**config.mk**
```make
export PLATFORM = sky130hd
export DESIGN_NAME = priority_message_ring_queue_unit
export DESIGN_NICKNAME = d
export VERILOG_FILES = /design/src/sv/prmq_pkg.sv /design/src/sv/prmq_ram.sv /design/src/sv/priority_message_ring_queue_unit.sv
export SDC_FILE = /design/constraint.sdc
export NUM_CORES = 1
export LEC_CHECK = 0
export ABC_AREA = 1
export BUFFER_PORTS_ARGS = -buffer_cell sky130_fd_sc_hd__buf_4
export CELL_PAD_IN_SITES_DETAIL_PLACEMENT = 1
export CELL_PAD_IN_SITES_GLOBAL_PLACEMENT = 1
export CORE_ASPECT_RATIO = 1.2
export CORE_MARGIN = 2
export CORE_UTILIZATION = 45
export CTS_BUF_LIST = sky130_fd_sc_hd__clkbuf_16
export DETAILED_ROUTE_END_ITERATION = 10
export PLACE_DENSITY = 0.77
export SLEW_MARGIN = 15
export SYNTH_ARGS = -nofsm -noshare
export SYNTH_HDL_FRONTEND = slang
export SYNTH_HIERARCHICAL = 1
export SYNTH_SLANG_ARGS = --single-unit
```
**constraint.sdc**
```tcl
create_clock -name clk -period 5.7 [get_ports clk]
set_input_delay 0 -clock clk [delete_from_list [all_inputs] [get_ports clk]]
set_output_delay 0 -clock clk [all_outputs]
set_load 0.05 [all_outputs]
```
**src/sv/prmq_pkg.sv**
```systemverilog
// ----------------------------------------------------------------------------
// prmq_pkg
// Shared constants, entry layout and ring pointer helpers for the priority
// message ring queue.
// ----------------------------------------------------------------------------
package prmq_pkg;

	localparam int QUEUE_DEPTH = 16;
	localparam int PTR_W       = $clog2(QUEUE_DEPTH);
	localparam int CNT_W       = $clog2(QUEUE_DEPTH + 1);

	localparam logic CMD_POST = 1'b0;
	localparam logic CMD_PEND = 1'b1;

	typedef struct packed {
		logic [7:0]  etype;
		logic [7:0]  prio;
		logic [31:0] value;
	} entry_t;

	localparam int ENTRY_W = $bits(entry_t);

	function automatic logic [PTR_W-1:0] ptr_inc(input logic [PTR_W-1:0] p);
		logic [PTR_W-1:0] r;
		if (p == PTR_W'(QUEUE_DEPTH - 1)) begin
			r = '0;
		end else begin
			r = p + PTR_W'(1);
		end
		return r;
	endfunction

	function automatic logic [PTR_W-1:0] ptr_dec(input logic [PTR_W-1:0] p);
		logic [PTR_W-1:0] r;
		if (p == '0) begin
			r = PTR_W'(QUEUE_DEPTH - 1);
		end else begin
			r = p - PTR_W'(1);
		end
		return r;
	endfunction

endpackage

```
**src/sv/prmq_ram.sv**
```systemverilog
// ----------------------------------------------------------------------------
// prmq_ram
// Generic simple dual-port RAM: one write port, one read port, registered read.
// ----------------------------------------------------------------------------
module prmq_ram #(
	parameter int WIDTH = 8,
	parameter int DEPTH = 16
) (
	input  logic                     clk,
	input  logic                     we,
	input  logic [$clog2(DEPTH)-1:0] waddr,
	input  logic [WIDTH-1:0]         wdata,
	input  logic [$clog2(DEPTH)-1:0] raddr,
	output logic [WIDTH-1:0]         rdata
);

	logic [WIDTH-1:0] mem [DEPTH];

	always_ff @(posedge clk) begin
		if (we) begin
			mem[waddr] <= wdata;
		end
		rdata <= mem[raddr];
	end

endmodule

```
**src/sv/priority_message_ring_queue_unit.sv**
```systemverilog
// ----------------------------------------------------------------------------
// priority_message_ring_queue_unit
// Bounded message queue in a ring RAM with optional priority-sorted insertion.
// ----------------------------------------------------------------------------
// One word is taken at a time. A pend reads the head entry and registers it
// as the result; a refused post and a post in FIFO mode or into an empty
// queue go straight to the result; a sorted post walks back from the tail
// one step per stored entry the new message passes, each step one read and
// one write of the single entry RAM. One result waiting on a stalled output
// does not block the next word; the result of that next word then holds the
// block until the output register frees. The user must write priority_mode
// only while the block is idle; not enforced. It only affects later posts.
module priority_message_ring_queue_unit
	import prmq_pkg::*;
(
	input  logic        clk,
	input  logic        arst_n,
	input  logic        cfg_we,
	input  logic        cfg_wdata,
	input  logic        in_valid,
	output logic        in_stall,
	input  logic        cmd,
	input  logic [7:0]  in_type,
	input  logic [7:0]  in_priority,
	input  logic [31:0] in_value,
	output logic        out_valid,
	input  logic        out_stall,
	output logic        ok,
	output logic [7:0]  out_type,
	output logic [7:0]  out_priority,
	output logic [31:0] out_value
);

	localparam logic [2:0] ST_IDLE  = 3'd0;
	localparam logic [2:0] ST_WALK  = 3'd1;
	localparam logic [2:0] ST_PLACE = 3'd2;
	localparam logic [2:0] ST_PEND  = 3'd3;
	localparam logic [2:0] ST_DONE  = 3'd4;

	logic [2:0]       state_q, state_d;
	logic [PTR_W-1:0] head_q, head_d, tail_q, tail_d, pos_q, pos_d;
	logic [CNT_W-1:0] count_q, count_d, k_q, k_d;
	logic             mode_q;
	entry_t           new_q, new_d, res_q, res_d;
	logic             res_ok_q, res_ok_d;
	logic             out_valid_q;
	logic             out_ok_q;
	entry_t           out_q;

	logic             ram_we;
	logic [PTR_W-1:0] ram_waddr, ram_raddr;
	entry_t           ram_wdata, ram_rdata;

	entry_t           in_entry;
	logic             accept, load_out;

	assign in_entry = '{etype: in_type, prio: in_priority, value: in_value};
	assign in_stall = (state_q != ST_IDLE);
	assign accept   = in_valid && !in_stall;
	assign load_out = (state_q == ST_DONE) && (!out_valid_q || !out_stall);

	prmq_ram #(
		.WIDTH (ENTRY_W),
		.DEPTH (QUEUE_DEPTH)
	) u_ram (
		.clk   (clk),
		.we    (ram_we),
		.waddr (ram_waddr),
		.wdata (ram_wdata),
		.raddr (ram_raddr),
		.rdata (ram_rdata)
	);

	always_comb begin
		state_d   = state_q;
		head_d    = head_q;
		tail_d    = tail_q;
		count_d   = count_q;
		pos_d     = pos_q;
		k_d       = k_q;
		new_d     = new_q;
		res_d     = res_q;
		res_ok_d  = res_ok_q;
		ram_we    = 1'b0;
		ram_waddr = pos_q;
		ram_wdata = new_q;
		ram_raddr = head_q;
		case (state_q)
			ST_IDLE: begin
				if (accept) begin
					res_d   = '0;
					state_d = ST_DONE;
					if (cmd == CMD_POST) begin
						if (count_q == CNT_W'(QUEUE_DEPTH)) begin
							res_ok_d = 1'b0;
						end else begin
							res_ok_d = 1'b1;
							tail_d   = ptr_inc(tail_q);
							count_d  = count_q + CNT_W'(1);
							if (mode_q && (count_q != '0)) begin
								// start the walk: look at the entry ahead of the tail
								ram_raddr = ptr_dec(tail_q);
								pos_d     = tail_q;
								k_d       = count_q;
								new_d     = in_entry;
								state_d   = ST_WALK;
							end else begin
								ram_we    = 1'b1;
								ram_waddr = tail_q;
								ram_wdata = in_entry;
							end
						end
					end else begin
						if (count_q == '0) begin
							res_ok_d = 1'b0;
						end else begin
							ram_raddr = head_q;
							state_d   = ST_PEND;
						end
					end
				end
			end
			ST_WALK: begin
				ram_we = 1'b1;
				if (new_q.prio > ram_rdata.prio) begin
					// shift the older entry one place back
					ram_wdata = ram_rdata;
					pos_d     = ptr_dec(pos_q);
					k_d       = k_q - CNT_W'(1);
					if (k_q == CNT_W'(1)) begin
						state_d = ST_PLACE;
					end else begin
						ram_raddr = ptr_dec(ptr_dec(pos_q));
					end
				end else begin
					ram_wdata = new_q;
					state_d   = ST_DONE;
				end
			end
			ST_PLACE: begin
				ram_we    = 1'b1;
				ram_wdata = new_q;
				state_d   = ST_DONE;
			end
			ST_PEND: begin
				res_ok_d = 1'b1;
				res_d    = ram_rdata;
				head_d   = ptr_inc(head_q);
				count_d  = count_q - CNT_W'(1);
				state_d  = ST_DONE;
			end
			ST_DONE: begin
				if (load_out) begin
					state_d = ST_IDLE;
				end
			end
			default: begin
				state_d = ST_IDLE;
			end
		endcase
	end

	always_ff @(posedge clk or negedge arst_n) begin
		if (!arst_n) begin
			state_q     <= ST_IDLE;
			head_q      <= '0;
			tail_q      <= '0;
			count_q     <= '0;
			mode_q      <= 1'b1;
			out_valid_q <= 1'b0;
		end else begin
			state_q <= state_d;
			head_q  <= head_d;
			tail_q  <= tail_d;
			count_q <= count_d;
			if (cfg_we) begin
				mode_q <= cfg_wdata;
			end
			if (load_out) begin
				out_valid_q <= 1'b1;
			end else if (!out_stall) begin
				out_valid_q <= 1'b0;
			end
		end
	end

	always_ff @(posedge clk) begin
		pos_q    <= pos_d;
		k_q      <= k_d;
		new_q    <= new_d;
		res_q    <= res_d;
		res_ok_q <= res_ok_d;
		if (load_out) begin
			out_ok_q <= res_ok_q;
			out_q    <= res_q;
		end
	end

	assign out_valid    = out_valid_q;
	assign ok           = out_ok_q;
	assign out_type     = out_q.etype;
	assign out_priority = out_q.prio;
	assign out_value    = out_q.value;

endmodule

```
# == Word-level counts from Yosys, hierarchy flattened ==
# Memories as Yosys holds them, arrays and structs flattened. A register that Yosys moved wholly into a read port is not among the register bits.
# Cells that the tools add are included.
# totals
input_bits,55
out_inout_bits,51
reg_bits,173
mem_count,1
ram_bits,768
word_cells,140
# op_classes
n_reduce_logical,25
n_addsub,8
n_mux,67
bitwise,2
eq_ne,17
order_cmp,1
# memory_table
name,depth,width,rd,rd_ports_with_merged_regs,wr,line,rtl
u_ram.mem,16,48,1,1,1,prmq_ram.sv:17,logic [WIDTH-1:0] mem [DEPTH];
# op_table
cell,count
$mux 48,6
$pmux 48 s2,2
$mux 4,24
$mux 5,8
$mux 3,8
$pmux 5 s2,2
$pmux 4 s2,2
$logic_not 4->1,3
$mux 1,12
$ne 2x2->1 const B,6
$pmux 3 s4,1
$sub 4x1->4 const B,3
$sub 5x1->5 const B,2
$add 4x1->4 const B,2
$eq 4x4->1 const B,2
$gt 8x8->1,1
$reduce_and 4->1,2
$eq 3x2->1 const B,2
$ne 3x3->1 const B,2
$reduce_and 3->1,2
$reduce_and 6->1,1
$add 5x1->5 const B,1
$eq 5x1->1 const B,1
$eq 5x5->1 const B,1
16 further kinds,24

# == Logic depth before layout (Yosys ltp) ==
# Gate-level depths: netlist of the first run.
# logic_depth
ltp_word,10
mapped_depth,23
depth_no_buf,20

# == Modules after synthesis ==
# Netlist of the first run, hierarchy kept.
# by_module_without_submodules
module,cells_each,area_per_inst_um2,seq_area_each_um2,instances
prmq_ram,3165,33988.8,24023.0,1
priority_message_ring_queue_unit,860,8355.5,5106.1,1

# == Least setup slack after synthesis of the first run ==
# No wires, ideal clock.
# synth_path
path_kind,register -> register
start,register state_q[2]
end,register u_ram.rdata[37] (read register of u_ram.mem)
synth_period_minus_slack_ns,5.562
n_path_buf,2
setup_slack_ns,0.138
stages_incl_launch_ff,12
t_required_ns,5.642
arrival_ns,5.503
setup_ns,0.058
cell_sequence,dfrtp_1 inv_2 nand2_4 nor2_4 nand2_4 nor3_1 o21ai_0 nand3_1 clkbuf_1 buf_1 nand3_1 nand2_1
# synth_via
elab_chain_cells,5
word_cells_on_any_way,7
classes_between,eq/ne (1); mux (2); reduce/logical (4)
# synth_rtl
element,line,rtl
start: declaration,priority_message_ring_queue_unit.sv:40,"logic [2:0] state_q, state_d;"
start signal: assignment,priority_message_ring_queue_unit.sv:172,state_q <= state_d;
$reduce_bool 3->1,priority_message_ring_queue_unit.sv:58,assign in_stall = (state_q != ST_IDLE);
$logic_not 1->1,priority_message_ring_queue_unit.sv:59,assign accept = in_valid && !in_stall;
$logic_and 1x1->1,priority_message_ring_queue_unit.sv:59,
$mux 4,priority_message_ring_queue_unit.sv:90,if (accept) begin
$pmux 4 s2 (*),priority_message_ring_queue_unit.sv:88,case (state_q)
via ram_raddr[3],priority_message_ring_queue_unit.sv:51,"logic [PTR_W-1:0] ram_waddr, ram_raddr;"
end: declaration,prmq_ram.sv:14,output logic [WIDTH-1:0] rdata
# Mark *: on every way through the listed nets, which the timed path passes. The rest lies on a longest branch.
# A chain may end at the register's enable or synchronous reset.

# == Final worst setup path of the first run ==
# layout_path
start,register u_ram.rdata[34] (read register of u_ram.mem)
end,register u_ram.rdata[35] (read register of u_ram.mem)
# layout_via
elab_chain_cells,3
# layout_rtl
element,line,rtl
$gt 8x8->1,priority_message_ring_queue_unit.sv:125,if (new_q.prio > ram_rdata.prio) begin
$mux 4,priority_message_ring_queue_unit.sv:125,
$pmux 4 s2,priority_message_ring_queue_unit.sv:88,
via ram_raddr[0],priority_message_ring_queue_unit.sv:51,
# The timed path passes the listed nets, and every way through them passes these cells.

==> results of run 1 <==
-- synthesized netlist by cell type (4+ instances only) --
| cell | count | area share, % |
|---|---|---|
| buf_4 | 15 | 0.27 |
| buf_1 | 16 | 0.14 |
| dfrtp_1 | 17 | 1.0 |
| inv_1 | 720 | 6.4 |
| nor2_1 | 82 | 0.73 |
| xor2_1 | 6 | 0.12 |
| nand3_1 | 655 | 7.7 |
| ha_1 | 19 | 0.56 |
| o21ai_1 | 45 | 0.53 |
| dfxtp_1 | 48 | 2.3 |
| clkbuf_1 | 31 | 0.27 |
| nor3_1 | 4 | 0.047 |
| a21oi_1 | 66 | 0.78 |
| inv_2 | 6 | 0.053 |
| nand2_1 | 1183 | 10 |
| o21ai_0 | 34 | 0.40 |
| buf_2 | 87 | 1.0 |
| buf_6 | 43 | 1.1 |
| edfxtp_1 | 923 | 65 |
-- flip-flops by register name, summed over array words and instances, names as in the netlist, 4 cells and up --
name	cells
out_type	8
count_q	5
out_priority	8
new_q	48
res_q	48
u_ram/mem	768
k_q	5
tail_q	4
pos_q	4
out_value	32
head_q	4
u_ram/rdata	48
-- per-stage QoR --
| stage | power, uW | hold slack (ps) | area (um2) | cells | util (%) |
|---|---|---|---|---|---|
| final | 29980 | 46.53 | 47940 | 5487 | 51.23 |
| after floorplan | 19710 | -295.6 | 42340 | 4025 | - |
| after detailed placement | 23550 | -106.7 | 44220 | 5238 | 47.26 |
| after CTS | 30030 | 19.12 | 47910 | 5485 | 51.20 |
| after global placement | 23040 | -107.6 | 44220 | 5238 | 47.26 |
| after global routing | 31700 | 47.68 | 47930 | 5486 | 51.23 |
-- power by group --
group / internal, uW / switching, uW
combinational: 3120 / 9560
sequential: 10500 / 461
clock: 3500 / 2820
-- repair_timing --
| item | CTS | global route |
|---|---|---|
| endpoints found under the hold margin | 101 | 0 |
| hold buffers | 56 | 0 |
| resized for setup | 0 | 0 |
-- metal layers --
layer | up-vias | GRT usage (%) | wire (um)
li1 | 13310 | - | -
met1 | 14720 | 32.11 | 48570
met2 | 1025 | 45.26 | 63180
met3 | 283 | 3.210 | 7590
met4 | 0 | 9.485 | 4119
met5 | - | 0 | 0
-- worst paths after layout --
kind                            startpoint         endpoint  cells after the start
setup / recovery           u_ram/rdata[34]  u_ram/rdata[35]                     18
hold / removal                in_value[22]        new_q[22]                      2
setup reg to reg           u_ram/rdata[34]  u_ram/rdata[35]                     18
hold reg to reg                  res_q[18]    out_value[18]                      0
max in group asynchronous           arst_n       count_q[2]                      3
min in group asynchronous           arst_n        tail_q[1]                      3
-- cell usage in the layout (no fill, tap or decap), drive strengths merged, types with 17 or more instances in the layout --
cell,netlist,layout
nand2,1187,1187
edfxtp,923,923
inv,727,764
nand3,655,655
buf,162,157
clkbuf,31,105
nor2,85,85
o21ai,79,79
a21oi,66,66
dlygate4sd3,0,56
dfxtp,48,48
clkinv,0,41
ha,19,19
dfrtp,17,17
-- area by class of cell --
class | instances | area (um2) | share of cell area [%]
clock buffers | 105 | 2628 | 5.481
flip-flops and latches | 989 | 29130 | 60.77
diodes | 1 | 2.502 | 0.005220
clock inverters | 86 | 500.5 | 1.044
multi-input cells | 2116 | 9468 | 19.75
well taps | 1250 | 1564 | 3.263
inverters | 727 | 2749 | 5.734
repair buffers | 213 | 1897 | 3.957
-- cell families after synthesis --
kind of cell	Yosys count	share of synthesized area, %
AND/OR/NAND/NOR	1938	19.28
flip-flops	989	68.79
buffers and inverters	920	9.340
AO/OA/AOI/OAI	149	1.785
adder cells (fa/ha/maj)	20	0.6087
XOR/XNOR	8	0.1655
multiplexers	1	0.02659
==> qor.txt, run 1 <==
Crit Path Max Fanout -> 164
Nets -> 4,224
Wire per inst -> 22.50 um
Top delay family on crit path -> simple AND/OR/NAND/NOR gates
Fill count -> 10,120
Outcome -> complete, no violations
DRC viols -> 0
Antenna violations before repair -> 3
Critical path, cell by cell -> inv_1 > ha_1 > nand2_1 > inv_1 > nand2_1 > nand2_1 > nand2_1 > a21oi_1 > nand2_1 > nand3_1 > nand3_4 > clkinv_8 > buf_12 > nand2_1 > nand3_1 > nand3_1 > nand3_1 > nand2_1
Peak supply drop -> 0.7079 mV
CTS sink cnt -> 989
Leak pwr -> 0.02049 uW
Crit start category -> flip-flop
Setup_tns -> 0 ps
MaxCap Viol Count -> 0
Clk pin slew, worst setup/hold paths -> 60 ps
Worst-skew pair later-pin latency -> 680 ps
Period utilization -> 76.67%
P&R area growth vs syn -> 13.21%
Post-synth top flop -> edfxtp_1
Nature of the critical path endpoint -> flip-flop
Grt ovf -> 0
Gpl congestion -> 0.7746
Min Tclk post-route -> 4370 ps
Crit path kind -> flip-flop to flip-flop
Slowest cell on crit path -> clkinv_8
# Post-CTS Setup Buffers -> 0
Worst slew pin tran -> 1192 ps
Vias -> 29,340
Distinct cells, synth -> 37
Syn_nets -> 4,100
Cell Area, Synth -> 0.04234 mm2
Clock Skew -> 32.91 ps
CTS Buf Count -> 102
CTS HTree Levels -> 3
Top cell by count, worst path -> nand2_1
Core area -> 0.09357 mm2
Number of synthesized flops with an enable pin -> 923
Via-to-Cell Ratio -> 5.347
Initial DRT Pass Iterations -> 7
RSZ-0062 raised after global routing -> false
Syn avg cell area -> 10.52 um2
Hold Path Class -> input port to flip-flop
Die height -> 340.0 um
FFs w/ async S/R, synth -> 1.820%
I/O Buffers -> 105
Sequential element share of the synthesized area -> 68.79%
Arr. time, crit path -> 4870 ps
Pwr/cell area -> 625.4 mW/mm2
Place WS -> 1354 ps
GRT Util Overall -> 25.56%
Synthesized flop and latch total -> 989
Syn Inst Count -> 4,025
Final hold vios -> 0
Vias in the first global route -> 31,750
Buf+Inv Stages, Crit Path -> 4
CTS tree -> built
Synth Warn # -> 6
I/O pin cnt -> 106
Setup ws final -> 1330 ps
Largest net degree at the start of global routing -> 201
Max frequency -> 228.8 MHz
Routed WL -> 123,500 um
DRT iter0 DRCs -> 2,322
Starting Density -> 45.25%
Die W -> 284.0 um
DIE AREA -> 0.09658 mm2
Dpl hpwl -> 65,160 um
Slew Limit Headroom -> 20.51%
Final setup vio count -> 0
Ratio of cells with drive above 1 in the final layout -> 8.026%
First-pass GRT wire length -> 187,800 um
Reg2reg setup slack -> 1330 ps
Pins over their slew limit -> 0
DRT antenna net count -> 0
Required @ worst endpoint -> 6200 ps
Clock Root Buffer -> clkbuf_16
Num rows -> 123
Max Root-Sink Buffers -> 3
Worst path max stage delay -> 720 ps
(Power assumes the default switching activity.)
==> inputs of run 2 (changes only) <==
--- a/config.mk
+++ b/config.mk
@@ -5,16 +5,16 @@
 export SDC_FILE = /design/constraint.sdc
 export NUM_CORES = 1
 export LEC_CHECK = 0
-export ABC_AREA = 1
+export ABC_AREA = 0
 export BUFFER_PORTS_ARGS = -buffer_cell sky130_fd_sc_hd__buf_4
 export CELL_PAD_IN_SITES_DETAIL_PLACEMENT = 1
 export CELL_PAD_IN_SITES_GLOBAL_PLACEMENT = 1
 export CORE_ASPECT_RATIO = 1.2
 export CORE_MARGIN = 2
-export CORE_UTILIZATION = 45
+export CORE_UTILIZATION = 46
 export CTS_BUF_LIST = sky130_fd_sc_hd__clkbuf_16
 export DETAILED_ROUTE_END_ITERATION = 10
-export PLACE_DENSITY = 0.77
+export PLACE_DENSITY = 0.7
 export SLEW_MARGIN = 15
 export SYNTH_ARGS = -nofsm -noshare
 export SYNTH_HDL_FRONTEND = slang
==> constraint.sdc (replaced) <==
create_clock -name clk -period 4.3 [get_ports clk]
set_input_delay 0 -clock clk [delete_from_list [all_inputs] [get_ports clk]]
set_output_delay 0 -clock clk [all_outputs]
set_load 0.05 [all_outputs]
==> qor.txt, run 2 <==
Wire per inst -> 30.15 um (+34%)
Final Util -> 54.43% (+3.2 points)
Starting Density -> 46.46% (+1.2 points)
Post-synth top flop -> edfxtp_1
Max Root-Sink Buffers -> 3 (unchanged)
I/O Buffers -> 105 (unchanged)
Initial DRT Pass Iterations -> 5 (-2)
I/O pin cnt -> 106 (unchanged)
Clk pin slew, worst setup/hold paths -> 60 ps (about the same)
Fin Hold WS -> 72.15 ps (+25.62 ps)
Arr. time, crit path -> 4480 ps (-390 ps)
Clock Skew -> 32.00 ps (-0.9048 ps)
Nets -> 2,119 (-50%)
Placed insts -> 2,933 (-44%)
Syn_nets -> 1,896 (-54%)
DRC viols -> 0 (unchanged)
Die W -> 264.7 um (-6.8%)
Crit path kind -> flip-flop to flip-flop
Final cell count without fillers -> 3,172 (-42%)
Synth Warn # -> 6 (unchanged)
Vias -> 19,260 (-34%)
Nature of the critical path endpoint -> flip-flop
Grt ovf -> 0 (unchanged)
Synth top area share -> 73.89% (+8.4 points)
Reg2reg setup slack -> 360 ps (-970 ps)
Outcome -> complete, no violations
Period utilization -> 91.68% (+15 points)
Distinct cells, synth -> 61 (+65%)
Final hold vios -> 0 (unchanged)
CTS tree -> built
Leak pwr -> 0.01460 uW (-29%)
Max reg flops -> 768 (unchanged)
Worst slew pin tran -> 1026 ps (-166.9 ps)
Gpl congestion -> 0.7753 (about the same)
Slowest cell on crit path -> mux4_2
DRT antenna net count -> 0 (unchanged)
Most flops, register -> u_ram/mem
Syn Inst Count -> 1,821 (-55%)
Worst Hold End -> new_q[22]
Core area -> 0.08073 mm2 (-14%)
Slew Limit Headroom -> 31.63% (+11 points)
Crit Path Max Fanout -> 53 (-68%)
Required @ worst endpoint -> 4840 ps (-1360 ps)
Vias in the first global route -> 20,720 (-35%)
Number of synthesized flops with an enable pin -> 923 (unchanged)
Largest area contributor in the netlist -> edfxtp_1
Antenna violations before repair -> 1 (-2)
Die height -> 316.8 um (-6.8%)
Hold Path Class -> input port to flip-flop
First-pass GRT wire length -> 140,300 um (-25%)
Num rows -> 114 (-7.3%)
Most frequent cells in the layout -> edfxtp_1, mux4_2, buf_4
Setup_tns -> 0 ps (unchanged)
Worst reg2reg startpoint -> u_ram/rdata[35]
Hold path depth -> 2 (unchanged)
Launch point of the worst hold path -> in_value[22]
Routed WL -> 95,640 um (-23%)
Top post-synthesis cells by count -> edfxtp_1, mux4_2, a22oi_1, nand2_1, and3_1
Cell Area, Synth -> 0.03751 mm2 (-11%)
Clock Root Buffer -> clkbuf_16
Max frequency -> 253.7 MHz (+11%)
CTS HTree Levels -> 3 (unchanged)
Cell with the most instances after synthesis -> edfxtp_1
DIE AREA -> 0.08386 mm2 (-13%)
Antenna diodes -> 0 (-1)
Worst path max stage delay -> 580 ps (-140 ps)
Ratio of cells with drive above 1 in the final layout -> 25.85% (+18 points)
Pwr/cell area -> 731.7 mW/mm2 (+17%)
FFs w/ async S/R, synth -> 1.820% (unchanged)
Crit start category -> flip-flop
Final setup vio count -> 0 (unchanged)
DRT iter0 DRCs -> 1,747 (-25%)
MaxCap Viol Count -> 0 (unchanged)
Dpl hpwl -> 50,780 um (-22%)
Commonest non-fill, non-tap cell in the layout -> edfxtp_1
Top area cells in the synthesized netlist -> edfxtp_1, mux4_2, dfxtp_1, a22oi_1, a221o_1
Worst R2R Path Depth -> 12 (-6)
Via-to-Cell Ratio -> 6.071 (+14%)
P&R area growth vs syn -> 17.14%
Worst-skew pair later-pin latency -> 670 ps (about the same)
RSZ-0062 raised after global routing -> false
Critical path, cell by cell -> inv_1 > ha_1 > nand4_1 > or3_1 > nand3_1 > a21boi_0 > o311ai_2 > buf_4 > buf_12 > mux4_2 > a22oi_1 > nand2_1
Min Tclk post-route -> 3942 ps (-428.2 ps)
Peak supply drop -> 1.023 mV (+45%)
Sequential element share of the synthesized area -> 77.65% (+8.9 points)
CTS sink cnt -> 989 (unchanged)
Pins over their slew limit -> 0 (unchanged)
Synthesized flop and latch total -> 989 (unchanged)
CTS Buf Count -> 96 (-5.9%)
Syn avg cell area -> 20.60 um2 (+96%)
Largest net degree at the start of global routing -> 100 (-50%)
Reg-to-Reg End -> u_ram/rdata[19]
GRT Util Overall -> 23.10% (-2.5 points)
[run 2: cell types whose count changed after synthesis, moves of 51 or more]
cell / before / now
and3_1: 0 / 51
a22oi_1: 0 / 96
mux4_2: 0 / 192
inv_1: 720 / 20
buf_2: 87 / 12
nand3_1: 655 / 9
nand2_1: 1183 / 71
[run 2: worst max-delay path, delay by kind of cell (launching register included)]
kind            cells  cell delay (ps)
fa+ha+maj           1              310
mux                 1              580
flops               1              340
buf+inv             3              630
compound gates      3              820
simple gates        4             1040
[run 2: cells by family (layout without fill, tap and decap cells)]
| kind of cell | after synthesis | after routing | share of synthesized area (%) |
|---|---|---|---|
| adder cells (fa/ha/maj) | 20 | 20 | 0.6871 |
| multiplexers | 198 | 198 | 11.70 |
| flip-flops | 989 | 989 | 77.65 |
| XOR/XNOR | 14 | 14 | 0.3269 |
| AND/OR/NAND/NOR | 259 | 259 | 3.609 |
| buffers and inverters | 120 | 427 | 1.511 |
| AO/OA/AOI/OAI | 221 | 221 | 4.510 |
[run 2: area by class of cell]
cell class / instances / area [um2]
tap: 1044 / 1306
multi-input combinational: 712 / 8050
timing repair buffer: 223 / 2187
clock buffer: 98 / 2452
sequential: 989 / 29130
clock inverter: 84 / 729.5
inverter: 22 / 87.58
fill: 7027 / 36790
[run 2: timing repair]
| action | 4_1_cts | 5_1_grt |
|---|---|---|
| buffers inserted | 0 | 0 |
| resized for setup | 0 | 0 |
| hold buffers | 57 | 0 |
| hold endpoints to repair | 96 | 0 |
[run 2: where the power goes]
part	switching (uW)	internal, uW
Combinational	6180	4210
Sequential	613	12700
Clock	3630	4830
[run 2: how the worst max path moves through the flow]
stage | start | end | slack [ps] | depth (start not counted)
final | u_ram/rdata[35] | u_ram/rdata[19] | 360 | 12
after detailed placement | new_q[35] | u_ram/rdata[19] | 460 | 11
after global routing | new_q[35] | u_ram/rdata[4] | 170 | 11
after CTS | new_q[35] | u_ram/rdata[19] | 430 | 11
after floorplan | count_q[1] | u_ram/mem[1][0] | -690 | 6
after global placement | k_q[1] | u_ram/rdata[15] | 590 | 12
[run 2: stage by stage]
stage / setup WS [ps] / power, uW / cell area (um2)
finish: 357.7 / 32150 / 43940
global route: 174.6 / 33470 / 43940
CTS: 432.0 / 32430 / 43940
detailed placement: 459.4 / 23870 / 40190
global placement: 592.9 / 23450 / 40160
floorplan: -688.8 / 20830 / 37810
[run 2: metal layers]
metal / GRT usage [%] / routed length [um] / vias to the layer above / share of wire (%)
met5: 0 / 0 / - / 0
met4: 7.139 / 2375 / 0 / 2.5
met3: 3.508 / 5769 / 149 / 6.0
met2: 40.36 / 49360 / 730 / 52
met1: 30.14 / 38130 / 10390 / 40
li1: - / - / 7992 / -
